--- src/rtl/core/bds_pkg.sv ---
// Package for the descending distinct-value sorter.
// Holds the sizing constants, the action codes and the bitmap command type.
// No dependencies.
`default_nettype none

package bds_pkg;

   localparam int VALUE_RANGE = 4096;
   localparam int VALUE_W     = 12;
   localparam int WORD_BITS   = 64;
   localparam int BIT_W       = $clog2(WORD_BITS);
   localparam int WORD_COUNT  = (VALUE_RANGE + WORD_BITS - 1) / WORD_BITS;
   localparam int WORD_AW     = (WORD_COUNT > 1) ? $clog2(WORD_COUNT) : 1;
   localparam int PTR_W       = $clog2(VALUE_RANGE + 1);

   typedef logic [WORD_BITS-1:0] word_type;
   typedef logic [WORD_AW-1:0]   waddr_type;
   typedef logic [BIT_W-1:0]     bitpos_type;
   typedef logic [PTR_W-1:0]     ptr_type;

   typedef enum logic [1:0] {
      ACT_CLEAR  = 2'd0,
      ACT_INSERT = 2'd1,
      ACT_PULL   = 2'd2
   } action_type;

   typedef struct packed {
      logic      clear;
      logic      rd_en;
      waddr_type rd_addr;
      logic      wr_en;
      waddr_type wr_addr;
      word_type  wr_data;
   } mem_cmd_type;

endpackage

`default_nettype wire

--- src/rtl/core/bds_if.sv ---
// Request and response channel interfaces of the descending sorter.
// Depends on bds_pkg for the field widths.
`default_nettype none

interface bds_req_if;
   logic                         valid;
   logic                         ready;
   logic [1:0]                   action;
   logic [bds_pkg::VALUE_W-1:0]  value;

   modport source (output valid, output action, output value, input ready);
   modport sink   (input valid, input action, input value, output ready);
endinterface

interface bds_rsp_if;
   logic                         valid;
   logic                         ready;
   logic [bds_pkg::VALUE_W-1:0]  out_value;
   logic                         found;
   logic                         was_present;

   modport source (output valid, output out_value, output found, output was_present,
                   input ready);
   modport sink   (input valid, input out_value, input found, input was_present,
                   output ready);
endinterface

`default_nettype wire

--- src/rtl/core/bds_bitmap.sv ---
// Presence bitmap: one 64-bit word per row, one read and one write port.
// Rows carry valid bits so that a clear need not rewrite the rows. Uses bds_pkg.
`default_nettype none

module bds_bitmap (
   input  logic                 clock,
   input  logic                 reset,
   input  bds_pkg::mem_cmd_type cmd,
   output bds_pkg::word_type    rd_data
);
   import bds_pkg::*;

   word_type                mem [WORD_COUNT];
   logic [WORD_COUNT-1:0]   row_valid_ff;
   word_type                rd_word_ff;
   logic                    rd_valid_ff;

   always_ff @(posedge clock) begin
      if (cmd.wr_en) begin
         mem[cmd.wr_addr] <= cmd.wr_data;
      end
      if (cmd.rd_en) begin
         rd_word_ff <= mem[cmd.rd_addr];
      end
   end

   always_ff @(posedge clock) begin
      if (reset) begin
         row_valid_ff <= '0;
         rd_valid_ff  <= 1'b0;
      end else begin
         if (cmd.clear) begin
            row_valid_ff <= '0;
         end else if (cmd.wr_en) begin
            row_valid_ff[cmd.wr_addr] <= 1'b1;
         end
         if (cmd.rd_en) begin
            rd_valid_ff <= row_valid_ff[cmd.rd_addr];
         end
      end
   end

   // A row never written since the last clear reads as all zero.
   assign rd_data = rd_valid_ff ? rd_word_ff : '0;

   a_clear_empties: assert property (@(posedge clock) disable iff (reset)
      cmd.clear |=> row_valid_ff == '0)
      else $error("bitmap rows still valid after a clear");

   a_no_rw_clash: assert property (@(posedge clock) disable iff (reset)
      !(cmd.wr_en && (cmd.rd_en || cmd.clear)))
      else $error("bitmap write issued together with a read or clear");

   a_clear_alone: assert property (@(posedge clock) disable iff (reset)
      !(cmd.clear && cmd.rd_en))
      else $error("bitmap read issued together with a clear");

endmodule

`default_nettype wire

--- src/rtl/core/bds_prienc.sv ---
// Priority encoder over one bitmap word: finds the highest set bit.
// Uses bds_pkg for the word and bit position types.
`default_nettype none

module bds_prienc (
   input  bds_pkg::word_type   word,
   output logic                hit,
   output bds_pkg::bitpos_type index
);
   import bds_pkg::*;

   always_comb begin
      index = '0;
      for (int i = 0; i < WORD_BITS; i++) begin
         if (word[i]) begin
            index = BIT_W'(i);
         end
      end
   end

   assign hit = |word;

endmodule

`default_nettype wire

--- src/rtl/core/bitmap_distinct_descending_sort.sv ---
// Descending distinct-value sorter, top level.
// Depends on bds_pkg, the channel interfaces, bds_bitmap and bds_prienc.
//
// Requests arrive on req_bus (valid/ready) with an action and a value.
// A clear empties the presence bitmap and rewinds the scan pointer to the
// top of the value range. An insert marks its value present, reports in
// was_present whether it was already marked, and rewinds the pointer. A pull
// returns the next present value below the pointer with found set, or found
// clear once no value is left, so repeated pulls give the distinct values in
// descending order. Every request produces exactly one response on rsp_bus.
// The block handles one request at a time. A clear goes straight from
// acceptance to the response; an insert first reads the bitmap word and then
// writes it back. A pull scans the 64-bit bitmap words downward until a hit
// or the bottom of the range; the single bitmap read port and the shared
// priority encoder examine one word per cycle, over at most 64 words.
// Without stalls the next request is taken at the edge where the response can
// first be taken.
// The response sits in an output register; a new request is taken while it
// waits, and a finished result holds back until the receiver takes the
// previous one. Reset empties the bitmap through per-word valid bits.
`default_nettype none

module bitmap_distinct_descending_sort (
   input  logic   clock,
   input  logic   reset,
   bds_req_if.sink   req_bus,
   bds_rsp_if.source rsp_bus
);
   import bds_pkg::*;

   typedef enum logic [1:0] {
      ST_IDLE,
      ST_INS_WR,
      ST_SCAN,
      ST_RESP
   } state_type;

   state_type          state_ff;
   ptr_type            ptr_ff;
   waddr_type          word_ff;
   bitpos_type         bitpos_ff;
   word_type           mask_ff;

   // Result waiting to be moved into the response register.
   logic [VALUE_W-1:0] res_value_ff;
   logic               res_found_ff;
   logic               res_present_ff;

   // Response register.
   logic               rsp_valid_ff;
   logic [VALUE_W-1:0] rsp_value_ff;
   logic               rsp_found_ff;
   logic               rsp_present_ff;

   mem_cmd_type        cmd;
   word_type           rd_data;
   word_type           masked;
   logic               hit;
   bitpos_type         hit_index;

   logic               accept;
   logic               ins_in_range;
   ptr_type            scan_top;
   ptr_type            scan_start;
   waddr_type          start_word;
   bitpos_type         start_bit;
   logic               rsp_free;
   logic               rsp_load;

   assign req_bus.ready = (state_ff == ST_IDLE);
   assign accept        = req_bus.valid && req_bus.ready;
   assign ins_in_range  = (32'(req_bus.value) < 32'(VALUE_RANGE));

   // The pull starts one below the pointer, which never exceeds the range.
   assign scan_top   = (ptr_ff > PTR_W'(VALUE_RANGE)) ? PTR_W'(VALUE_RANGE) : ptr_ff;
   assign scan_start = scan_top - PTR_W'(1);
   assign start_word = WORD_AW'(scan_start >> BIT_W);
   assign start_bit  = scan_start[BIT_W-1:0];

   assign rsp_free = !rsp_valid_ff || rsp_bus.ready;
   // A finished result moves into the response register once it is free.
   assign rsp_load = (state_ff == ST_RESP) && rsp_free;

   bds_bitmap u_bitmap (
      .clock   (clock),
      .reset   (reset),
      .cmd     (cmd),
      .rd_data (rd_data)
   );

   assign masked = rd_data & mask_ff;

   bds_prienc u_prienc (
      .word  (masked),
      .hit   (hit),
      .index (hit_index)
   );

   // Bitmap commands follow from the state and the request being taken.
   always_comb begin
      cmd = '0;
      case (state_ff)
         ST_IDLE: begin
            if (accept) begin
               if (req_bus.action == ACT_CLEAR) begin
                  cmd.clear = 1'b1;
               end else if (req_bus.action == ACT_INSERT && ins_in_range) begin
                  cmd.rd_en   = 1'b1;
                  cmd.rd_addr = WORD_AW'(req_bus.value >> BIT_W);
               end else if (req_bus.action == ACT_PULL && scan_top != '0) begin
                  cmd.rd_en   = 1'b1;
                  cmd.rd_addr = start_word;
               end
            end
         end
         ST_INS_WR: begin
            cmd.wr_en   = 1'b1;
            cmd.wr_addr = word_ff;
            cmd.wr_data = rd_data | (word_type'(1) << bitpos_ff);
         end
         ST_SCAN: begin
            // Fetch the next lower word while this one is examined.
            if (!hit && word_ff != '0) begin
               cmd.rd_en   = 1'b1;
               cmd.rd_addr = word_ff - WORD_AW'(1);
            end
         end
         default: begin
            cmd = '0;
         end
      endcase
   end

   always_ff @(posedge clock) begin
      if (reset) begin
         state_ff     <= ST_IDLE;
         ptr_ff       <= PTR_W'(VALUE_RANGE);
         rsp_valid_ff <= 1'b0;
      end else begin
         // The response register fills from a finished result and empties
         // when the receiver takes it.
         if (rsp_load) begin
            rsp_valid_ff <= 1'b1;
         end else if (rsp_valid_ff && rsp_bus.ready) begin
            rsp_valid_ff <= 1'b0;
         end
         case (state_ff)
            ST_IDLE: begin
               if (accept) begin
                  res_value_ff   <= '0;
                  res_found_ff   <= 1'b0;
                  res_present_ff <= 1'b0;
                  if (req_bus.action == ACT_CLEAR) begin
                     ptr_ff   <= PTR_W'(VALUE_RANGE);
                     state_ff <= ST_RESP;
                  end else if (req_bus.action == ACT_INSERT) begin
                     ptr_ff    <= PTR_W'(VALUE_RANGE);
                     word_ff   <= WORD_AW'(req_bus.value >> BIT_W);
                     bitpos_ff <= req_bus.value[BIT_W-1:0];
                     if (ins_in_range) begin
                        state_ff <= ST_INS_WR;
                     end else begin
                        state_ff <= ST_RESP;
                     end
                  end else if (req_bus.action == ACT_PULL) begin
                     if (scan_top == '0) begin
                        ptr_ff   <= '0;
                        state_ff <= ST_RESP;
                     end else begin
                        word_ff  <= start_word;
                        mask_ff  <= {WORD_BITS{1'b1}} >> (BIT_W'(WORD_BITS - 1) - start_bit);
                        state_ff <= ST_SCAN;
                     end
                  end else begin
                     // The unused action code only produces an all-zero response.
                     state_ff <= ST_RESP;
                  end
               end
            end
            ST_INS_WR: begin
               res_present_ff <= rd_data[bitpos_ff];
               state_ff       <= ST_RESP;
            end
            ST_SCAN: begin
               mask_ff <= {WORD_BITS{1'b1}};
               if (hit) begin
                  res_value_ff <= VALUE_W'({word_ff, hit_index});
                  res_found_ff <= 1'b1;
                  ptr_ff       <= PTR_W'({word_ff, hit_index});
                  state_ff     <= ST_RESP;
               end else if (word_ff == '0) begin
                  ptr_ff   <= '0;
                  state_ff <= ST_RESP;
               end else begin
                  word_ff <= word_ff - WORD_AW'(1);
               end
            end
            ST_RESP: begin
               if (rsp_load) begin
                  rsp_value_ff   <= res_value_ff;
                  rsp_found_ff   <= res_found_ff;
                  rsp_present_ff <= res_present_ff;
                  state_ff       <= ST_IDLE;
               end
            end
            default: begin
               state_ff <= ST_IDLE;
            end
         endcase
      end
   end

   assign rsp_bus.valid       = rsp_valid_ff;
   assign rsp_bus.out_value   = rsp_value_ff;
   assign rsp_bus.found       = rsp_found_ff;
   assign rsp_bus.was_present = rsp_present_ff;

   a_found_not_present: assert property (@(posedge clock) disable iff (reset)
      rsp_valid_ff |-> !(rsp_found_ff && rsp_present_ff))
      else $error("response flags both a found pull and a present insert");

   a_miss_parks_pointer: assert property (@(posedge clock) disable iff (reset)
      (state_ff == ST_SCAN && !hit && word_ff == '0) |=> ptr_ff == '0)
      else $error("exhausted pull did not park the pointer at zero");

   a_hit_sets_pointer: assert property (@(posedge clock) disable iff (reset)
      (state_ff == ST_SCAN && hit) |=> (res_found_ff && ptr_ff == PTR_W'(res_value_ff)))
      else $error("pointer does not match the value returned by a pull");

endmodule

`default_nettype wire

--- src/flat_wrapper.sv ---
// flat-port wrapper written by rule: the top's interface ports become plain ports
module bitmap_distinct_descending_sort_flat import bds_pkg::*;
  (clock, reset, req_bus_valid, req_bus_action, req_bus_value, req_bus_ready, rsp_bus_valid, rsp_bus_out_value, rsp_bus_found, rsp_bus_was_present, rsp_bus_ready);
  bds_req_if req_bus_i ();
  bds_rsp_if rsp_bus_i ();
  input  logic clock;
  input  logic reset;
  input wire logic [$bits(req_bus_i.valid)-1:0] req_bus_valid;
  input wire logic [$bits(req_bus_i.action)-1:0] req_bus_action;
  input wire logic [$bits(req_bus_i.value)-1:0] req_bus_value;
  output wire logic [$bits(req_bus_i.ready)-1:0] req_bus_ready;
  output wire logic [$bits(rsp_bus_i.valid)-1:0] rsp_bus_valid;
  output wire logic [$bits(rsp_bus_i.out_value)-1:0] rsp_bus_out_value;
  output wire logic [$bits(rsp_bus_i.found)-1:0] rsp_bus_found;
  output wire logic [$bits(rsp_bus_i.was_present)-1:0] rsp_bus_was_present;
  input wire logic [$bits(rsp_bus_i.ready)-1:0] rsp_bus_ready;
  assign req_bus_i.valid = req_bus_valid;
  assign req_bus_i.action = req_bus_action;
  assign req_bus_i.value = req_bus_value;
  assign req_bus_ready = req_bus_i.ready;
  assign rsp_bus_valid = rsp_bus_i.valid;
  assign rsp_bus_out_value = rsp_bus_i.out_value;
  assign rsp_bus_found = rsp_bus_i.found;
  assign rsp_bus_was_present = rsp_bus_i.was_present;
  assign rsp_bus_i.ready = rsp_bus_ready;
  bitmap_distinct_descending_sort u_core (.clock(clock), .reset(reset), .req_bus(req_bus_i), .rsp_bus(rsp_bus_i));
endmodule
--- config.mk ---
export PLATFORM = sky130hd
export DESIGN_NAME = bitmap_distinct_descending_sort_flat
export DESIGN_NICKNAME = d
export VERILOG_FILES = /design/src/rtl/core/bds_pkg.sv /design/src/rtl/core/bds_if.sv /design/src/rtl/core/bds_bitmap.sv /design/src/rtl/core/bds_prienc.sv /design/src/rtl/core/bitmap_distinct_descending_sort.sv /design/src/flat_wrapper.sv
export SDC_FILE = /design/constraint.sdc
export NUM_CORES = 2
export LEC_CHECK = 0
export CELL_PAD_IN_SITES_DETAIL_PLACEMENT = 0
export CELL_PAD_IN_SITES_GLOBAL_PLACEMENT = 2
export CORE_MARGIN = 10
export CORE_UTILIZATION = 28
export CTS_CLUSTER_SIZE = 40
export DETAILED_ROUTE_END_ITERATION = 12
export DONT_BUFFER_PORTS = 1
export PLACE_DENSITY = 0.62
export SLEW_MARGIN = 15
export SYNTH_ARGS = -nofsm -noshare
export SYNTH_HDL_FRONTEND = slang
export SYNTH_SLANG_ARGS = --single-unit
--- constraint.sdc ---
create_clock -name clock -period 7.59 [get_ports clock]
set_input_delay 1.518 -clock clock [delete_from_list [all_inputs] [get_ports clock]]
set_output_delay 1.518 -clock clock [all_outputs]
set_load 0.05 [all_outputs]
Word-level counts from Yosys, hierarchy flattened
Memories as Yosys holds them, arrays and structs flattened. A register that Yosys moved wholly into a read port is not among the register bits.
Index checks and enable logic that the tools add are counted.
{"block": "classes", "addsub": 3, "n_lt_le_gt_ge": 5, "eq_ne": 19, "shifts": 2, "muxes": 122, "bitwise_logic": 5, "reduce_logical": 28}
{"operator": "$mux 6", "n": 69}
{"operator": "$mux 64", "n": 6}
{"operator": "$or 64x64->64", "n": 2}
{"operator": "$pmux 64 s2", "n": 1}
{"operator": "$mux 13", "n": 8}
{"operator": "$mux 71", "n": 1}
{"operator": "$and 64x64->64", "n": 1}
{"operator": "$reduce_or 64->1", "n": 1}
{"operator": "$shl 1x6->64 const A", "n": 1}
{"operator": "$shr 64x6->64 const A", "n": 1}
{"operator": "$mux 7", "n": 4}
{"operator": "$pmux 13 s2", "n": 1}
{"operator": "$mux 12", "n": 2}
{"operator": "$pmux 12 s2", "n": 1}
{"operator": "$lt 6x7->1 const B", "n": 3}
{"operator": "$mux 1", "n": 14}
{"operator": "$ne 2x2->1 const B", "n": 7}
{"operator": "$pmux 7 s2", "n": 1}
{"operator": "$gt 13x13->1 const B", "n": 1}
{"operator": "$logic_not 13->1", "n": 1}
{"operator": "$reduce_bool 13->1", "n": 1}
{"operator": "$bmux 1 s6", "n": 2}
{"operator": "$mux 2", "n": 6}
{"operator": "$pmux 6 s2", "n": 1}
{"operator": "other kinds (28)", "n": 48}
{"block": "totals", "regBits": 185, "ramBits": 4096, "in_bits": 18, "word_cells": 199, "n_memories": 1}
{"memory": "u_core.u_bitmap.mem", "depth": 64, "width": 64, "read_ports": 1, "rd_clocked_by_memory_dff": 1, "write_ports": 1, "line_no": "bds_bitmap.sv:13", "source": "word_type mem [WORD_COUNT];"}

Depth between registers and ports, before layout
{"block": "logic_depth", "depth_word": 67, "mapped_depth": 18}

Modules after synthesis
From an unflattened synthesis, not the netlist that was laid out.
{"block": "hier_totals", "hier_cells": 7211, "area_unflattened_um2": 167815.9}
{"mod": "bds_bitmap", "instances": 1, "cells_per_inst": 6320, "area_per_inst_um2": 159695.7}
{"mod": "bitmap_distinct_descending_sort", "instances": 1, "cells_per_inst": 745, "area_per_inst_um2": 7268.2}
{"mod": "bds_prienc", "instances": 1, "cells_per_inst": 146, "area_per_inst_um2": 852.1}

Worst setup path after synthesis
Ideal clock, no wire load.
{"block": "synth_path", "path_kind": "input port to flip-flop", "startpoint": "input req_bus_action[0]", "endpoint": "register u_core.u_bitmap.rd_valid_ff", "t_arrival_ns": 7.323, "t_required_ns": 7.531, "setup_slack_ns": 0.208, "path_stages": 8, "path_buffers": 0, "path_cell_list": "inv_1 -> ha_1 -> nand3_1 -> a21boi_0 -> o21ai_0 -> inv_1 -> a2111oi_0 -> a31o_1"}
{"element": "start: declaration", "line_no": "flat_wrapper.sv:9", "source": "input wire logic [$bits(req_bus_i.action)-1:0] req_bus_action;"}
{"element": "end signal: assignment", "line_no": "bds_bitmap.sv:38", "source": "rd_valid_ff <= row_valid_ff[cmd.rd_addr];"}
{"element": "end: declaration", "line_no": "bds_bitmap.sv:16", "source": "logic rd_valid_ff;"}

Worst setup path in the final report
{"block": "layout_path", "startpoint": "register u_core.u_bitmap.rd_word_ff[32] (read register of u_core.u_bitmap.mem)", "endpoint": "register u_core.u_bitmap.rd_word_ff[4] (read register of u_core.u_bitmap.mem) (data pin)"}
{"block": "layout_between", "elab_chain_len": 7}
{"element": "start: declaration", "line_no": "bds_bitmap.sv:15", "source": "word_type rd_word_ff;"}
{"element": "$mux 64", "line_no": "bds_bitmap.sv:44", "source": "assign rd_data = rd_valid_ff ? rd_word_ff : '0;"}
{"element": "$and 64x64->64", "line_no": "bitmap_distinct_descending_sort.sv:91", "source": "assign masked = rd_data & mask_ff;"}
{"element": "$reduce_or 64->1", "line_no": "bds_prienc.sv:21", "source": "assign hit = |word;"}
{"element": "$logic_not 1->1", "line_no": "bitmap_distinct_descending_sort.sv:123", "source": "if (!hit && word_ff != '0) begin"}
{"element": "$logic_and 1x1->1", "line_no": "bitmap_distinct_descending_sort.sv:123"}
{"element": "$mux 7", "line_no": "bitmap_distinct_descending_sort.sv:123"}
{"element": "$pmux 7 s2", "line_no": "bitmap_distinct_descending_sort.sv:102", "source": "case (state_ff)"}
No other way between the ends.
A chain may end at the register's enable or synchronous reset.

==> results by group <==
Floorplan
  – Die area: 0.653 mm2
  – Die Height: 808 um
  – Initial core utilization: 28.1%
  – Die width: 808 um
  – IO Count: 34
  – Core area: just over 0.6 mm2
  – Placement Rows: between 200 and 300

Status
  – Status: finished, violations left
  – Failing checks: max-slew violations

Clock tree
  – CTS tree: built
  – Postcts setup bufs: 0
  – Post-CTS sizing: 0
  – CTS hold repair buffers: 0
  – Clock root cell: clkbuf_16
  – TritonCTS Sinks: between 4k and 5k
  – Longest Clk Path Bufs: 4
  – Total CTS buffers: 456
  – Skew-Pair Late Insertion Delay: 1.09 ns
  – Clock transition at the registers of the reported paths: roughly 0.06 ns
  – H-tree Lvls: 5

Timing
  – Post-route minimum period: 5.98 ns
  – Final Max Slew Viols: 11
  – Clock skew: 0.0898 ns
  – Crit share post-route: 78.8%
  – Unrepaired setup endpoints after global routing: no
  – Final setup fails: 0
  – Worst Max-Slew Pin Slew: 1.54 ns
  – Setup TNS Final: 0 ns
  – Final Hold Vio Count: 0
  – Relative slew slack: -2.37%
  – Peak Freq: 167 MHz
  – Worst hold slack: 0.420 ns
  – Slack of the critical path: 1.61 ns

Worst setup path
  – R2R cell count: 13
  – CP Data Arrival Time: around 6.9 ns
  – CP Max Fanout: 58
  – R2r setup slk: 1.61 ns
  – Crit Path Class: flop to flop
  – RR Endpoint: u_core.u_bitmap.rd_word_ff[4]$_DFFE_PP_
  – Required time of the critical path: ~8.5 ns
  – Crit. Startpoint: u_core.u_bitmap.rd_word_ff[32]$_DFFE_PP_
  – Worst Setup EP: u_core.u_bitmap.rd_word_ff[4]$_DFFE_PP_
  – Setup crit end kind: flop
  – RR Startpoint: u_core.u_bitmap.rd_word_ff[32]$_DFFE_PP_
  – Worst setup SP type: flop

Flow run
  – Max-cap violations: 0

Synthesis
  – Ys async rst share: 0%
  – Area contributors post-synth: edfxtp_1 74%, mux2i_1 7.4%, nand2_1 5.8%, nand3_1 5.2%, a32oi_1 1.4%
  – Sequential fraction of the synthesis area: roughly three quarters
  – Netlist cell types: 72
  – EDFF count, synth: approximately 4.3k
  – Share of the synthesized area in the top cell type: 73.6%
  – Netlist Area Pre-Place: 0.174 mm2
  – Mean post-synth cell area: ~14 um2
  – Cells after Synth: 12.1k
  – Synth warn: 0
  – Top FF cell, synth: edfxtp_1
  – Largest area contributor in the netlist: edfxtp_1
  – Mapped Nets: around 12k
  – Seq cells post-synth: between 4k and 5k

Power
  – Combinational power share: 30.2%
  – Leakage: 69.1 nW
  – Power share of the sequential group: 39.2%
  – Sw frac: 35.4%
  – PD cells: 352 mW/mm2
  – Total power: 71.2 mW
  – Pint: around 46 mW
  – Worst vdd ir: 432 uV
  – Clk pwr share: 30.6%
  – Net switching power figure: between 20 and 30 mW

Global routing
  – Vias in the first global route: just over 100k
  – Initial antenna violation count: 38
  – Largest net degree at the start of global routing: 92
  – Overflow after GRT: 0
  – First-pass GRT wire length: 878 mm
  – Total track usage: 18.9%

Detailed routing
  – DRT iter0 DRCs: 12.8k
  – Residual DRC: 0
  – DR WL/cell: between 30 and 40 um
  – Antenna viol nets, final: 0
  – Routed wire length: ~650 mm
  – Via count: 107k
  – DR vias/cell: 5.10
  – DRT Pass-1 Iters: 6

Placement
  – DP Wirelength: 344 mm
  – Pre-CTS setup slack: 1.44 ns
  – Final Wtd Congestion: 0.844
  – Placed instance count: just over 20k
  – IO buf count: 0
  – Area after DPL: 0.188 mm2

Cells and area
  – Ratio of cells with drive above 1 in the final layout: 10.3%
  – Layout Area Growth over Synthesis: 16.3%
  – Fin util: 32.6%
  – Final Cell Area: 0.202 mm2
  – Nets@finish: 12.4k
  – Layout Cells excl Fill: 21.0k

Hold path
  – Hold crit path type: flop to flop
-- synthesized netlist by cell type, types with 65 or more instances --
cell type,instances
a22oi_1,80
a32oi_1,270
mux2i_1,1284
nand2_1,2700
buf_2,286
nand3_1,1803
nor2_1,130
dfxtp_1,81
edfxtp_1,4263
clkbuf_1,420
o21a_1,67
nor2b_1,78
a21oi_1,72
nand4_1,137
buf_1,65
-- area by class of cell --
cell class / count / area (um2)
sequential: 4344 / 130000
timing repair buffer: 516 / 5850
fill: 60500 / 417000
clock inverter: 262 / 2290
antenna: 12 / 30.0
clock buffer: 576 / 11900
multi-input combinational: 6982 / 42100
tap: 8293 / 10400
inverter: 28 / 105
-- cells in the final DEF (no fill, tap or decap), types with 77 or more instances in the layout --
master | netlist | routed
edfxtp_1 | 4263 | 4263
nand2_1 | 2700 | 2700
nand3_1 | 1803 | 1803
mux2i_1 | 1284 | 1284
clkbuf_16 | 0 | 456
buf_4 | 5 | 361
a32oi_1 | 270 | 270
buf_12 | 0 | 144
nand4_1 | 137 | 137
clkbuf_1 | 420 | 120
clkinv_1 | 0 | 119
a22oi_1 | 80 | 80
dfxtp_1 | 81 | 80
clkinv_2 | 0 | 77
-- power groups by stage --
stage                     Sequential (mW)  Combinational (mW)  Clock (mW)
after floorplan                      27.9                12.9           0
after global placement               28.4                21.6           0
after detailed placement             28.4                21.6           0
after CTS                            27.9                21.6        22.1
after global routing                 27.9                23.0        23.1
final                                27.9                21.5        21.8
-- kinds of logic after synthesis --
group | Yosys count | share of synthesized area, %
adders and majority gates | 12 | 0.0863
xor gates and xnor gates | 8 | 0.0403
AOI/OAI and AO/OA | 660 | 2.95
buffers and inverters | 806 | 1.96
DFF | 4344 | 74.5
and+or+nand+nor | 4990 | 12.7
muxes | 1312 | 7.75
-- per-layer routing --
layer / GRT usage, % / share of wire, % / up-vias
met5: 0 / 0.0053 / -
li1: - / - / 46100
met4: 5.85 / 3.4 / 6
met2: 31.5 / 48 / 3733
met3: 2.26 / 5.7 / 964
met1: 25.8 / 43 / 56400
-- registers in the layout, indices dropped and copies added, names as in the netlist, 2 cells and up --
register,count
u_core.u_bitmap.row_valid_ff,64
u_core.res_value_ff,12
u_core.mask_ff,63
u_core.ptr_ff,13
u_core.rsp_bus.out_value,12
u_core.word_ff,6
u_core.u_bitmap.rd_word_ff,64
u_core.bitpos_ff,6
u_core.u_bitmap.mem,4096
u_core.state_ff,2
-- critical path, stage by stage, from the launching register on --
cell and delay, ns:
edfxtp_1 0.70, a22oi_1 0.48, a41oi_1 0.23, or4b_1 0.66, nor4_4 0.46, buf_4 0.35, a211o_4 0.97, buf_12 0.48
buf_12 0.28, nand2_1 0.08, nand3_1 0.09, nand3_1 0.09, a32oi_1 0.49, and4_1 0.25
-- worst min-delay path by stage --
stage / cells after the start / slack [ns] / endpoint / start
floorplan: 0 / 0.40 / u_core.rsp_bus.found$_DFFE_PP_ / u_core.res_found_ff$_DFFE_PP_
global placement: 0 / 0.41 / u_core.rsp_bus.out_value[2]$_DFFE_PP_ / u_core.res_value_ff[2]$_SDFFCE_PN0P_
detailed placement: 0 / 0.41 / u_core.rsp_bus.out_value[11]$_DFFE_PP_ / u_core.res_value_ff[11]$_SDFFCE_PN0P_
CTS: 0 / 0.42 / u_core.rsp_bus.out_value[2]$_DFFE_PP_ / u_core.res_value_ff[2]$_SDFFCE_PN0P_
global route: 0 / 0.43 / u_core.rsp_bus.found$_DFFE_PP_ / u_core.res_found_ff$_DFFE_PP_
finish: 0 / 0.42 / u_core.rsp_bus.out_value[2]$_DFFE_PP_ / u_core.res_value_ff[2]$_SDFFCE_PN0P_
Power figures use the tool's default switching activity.
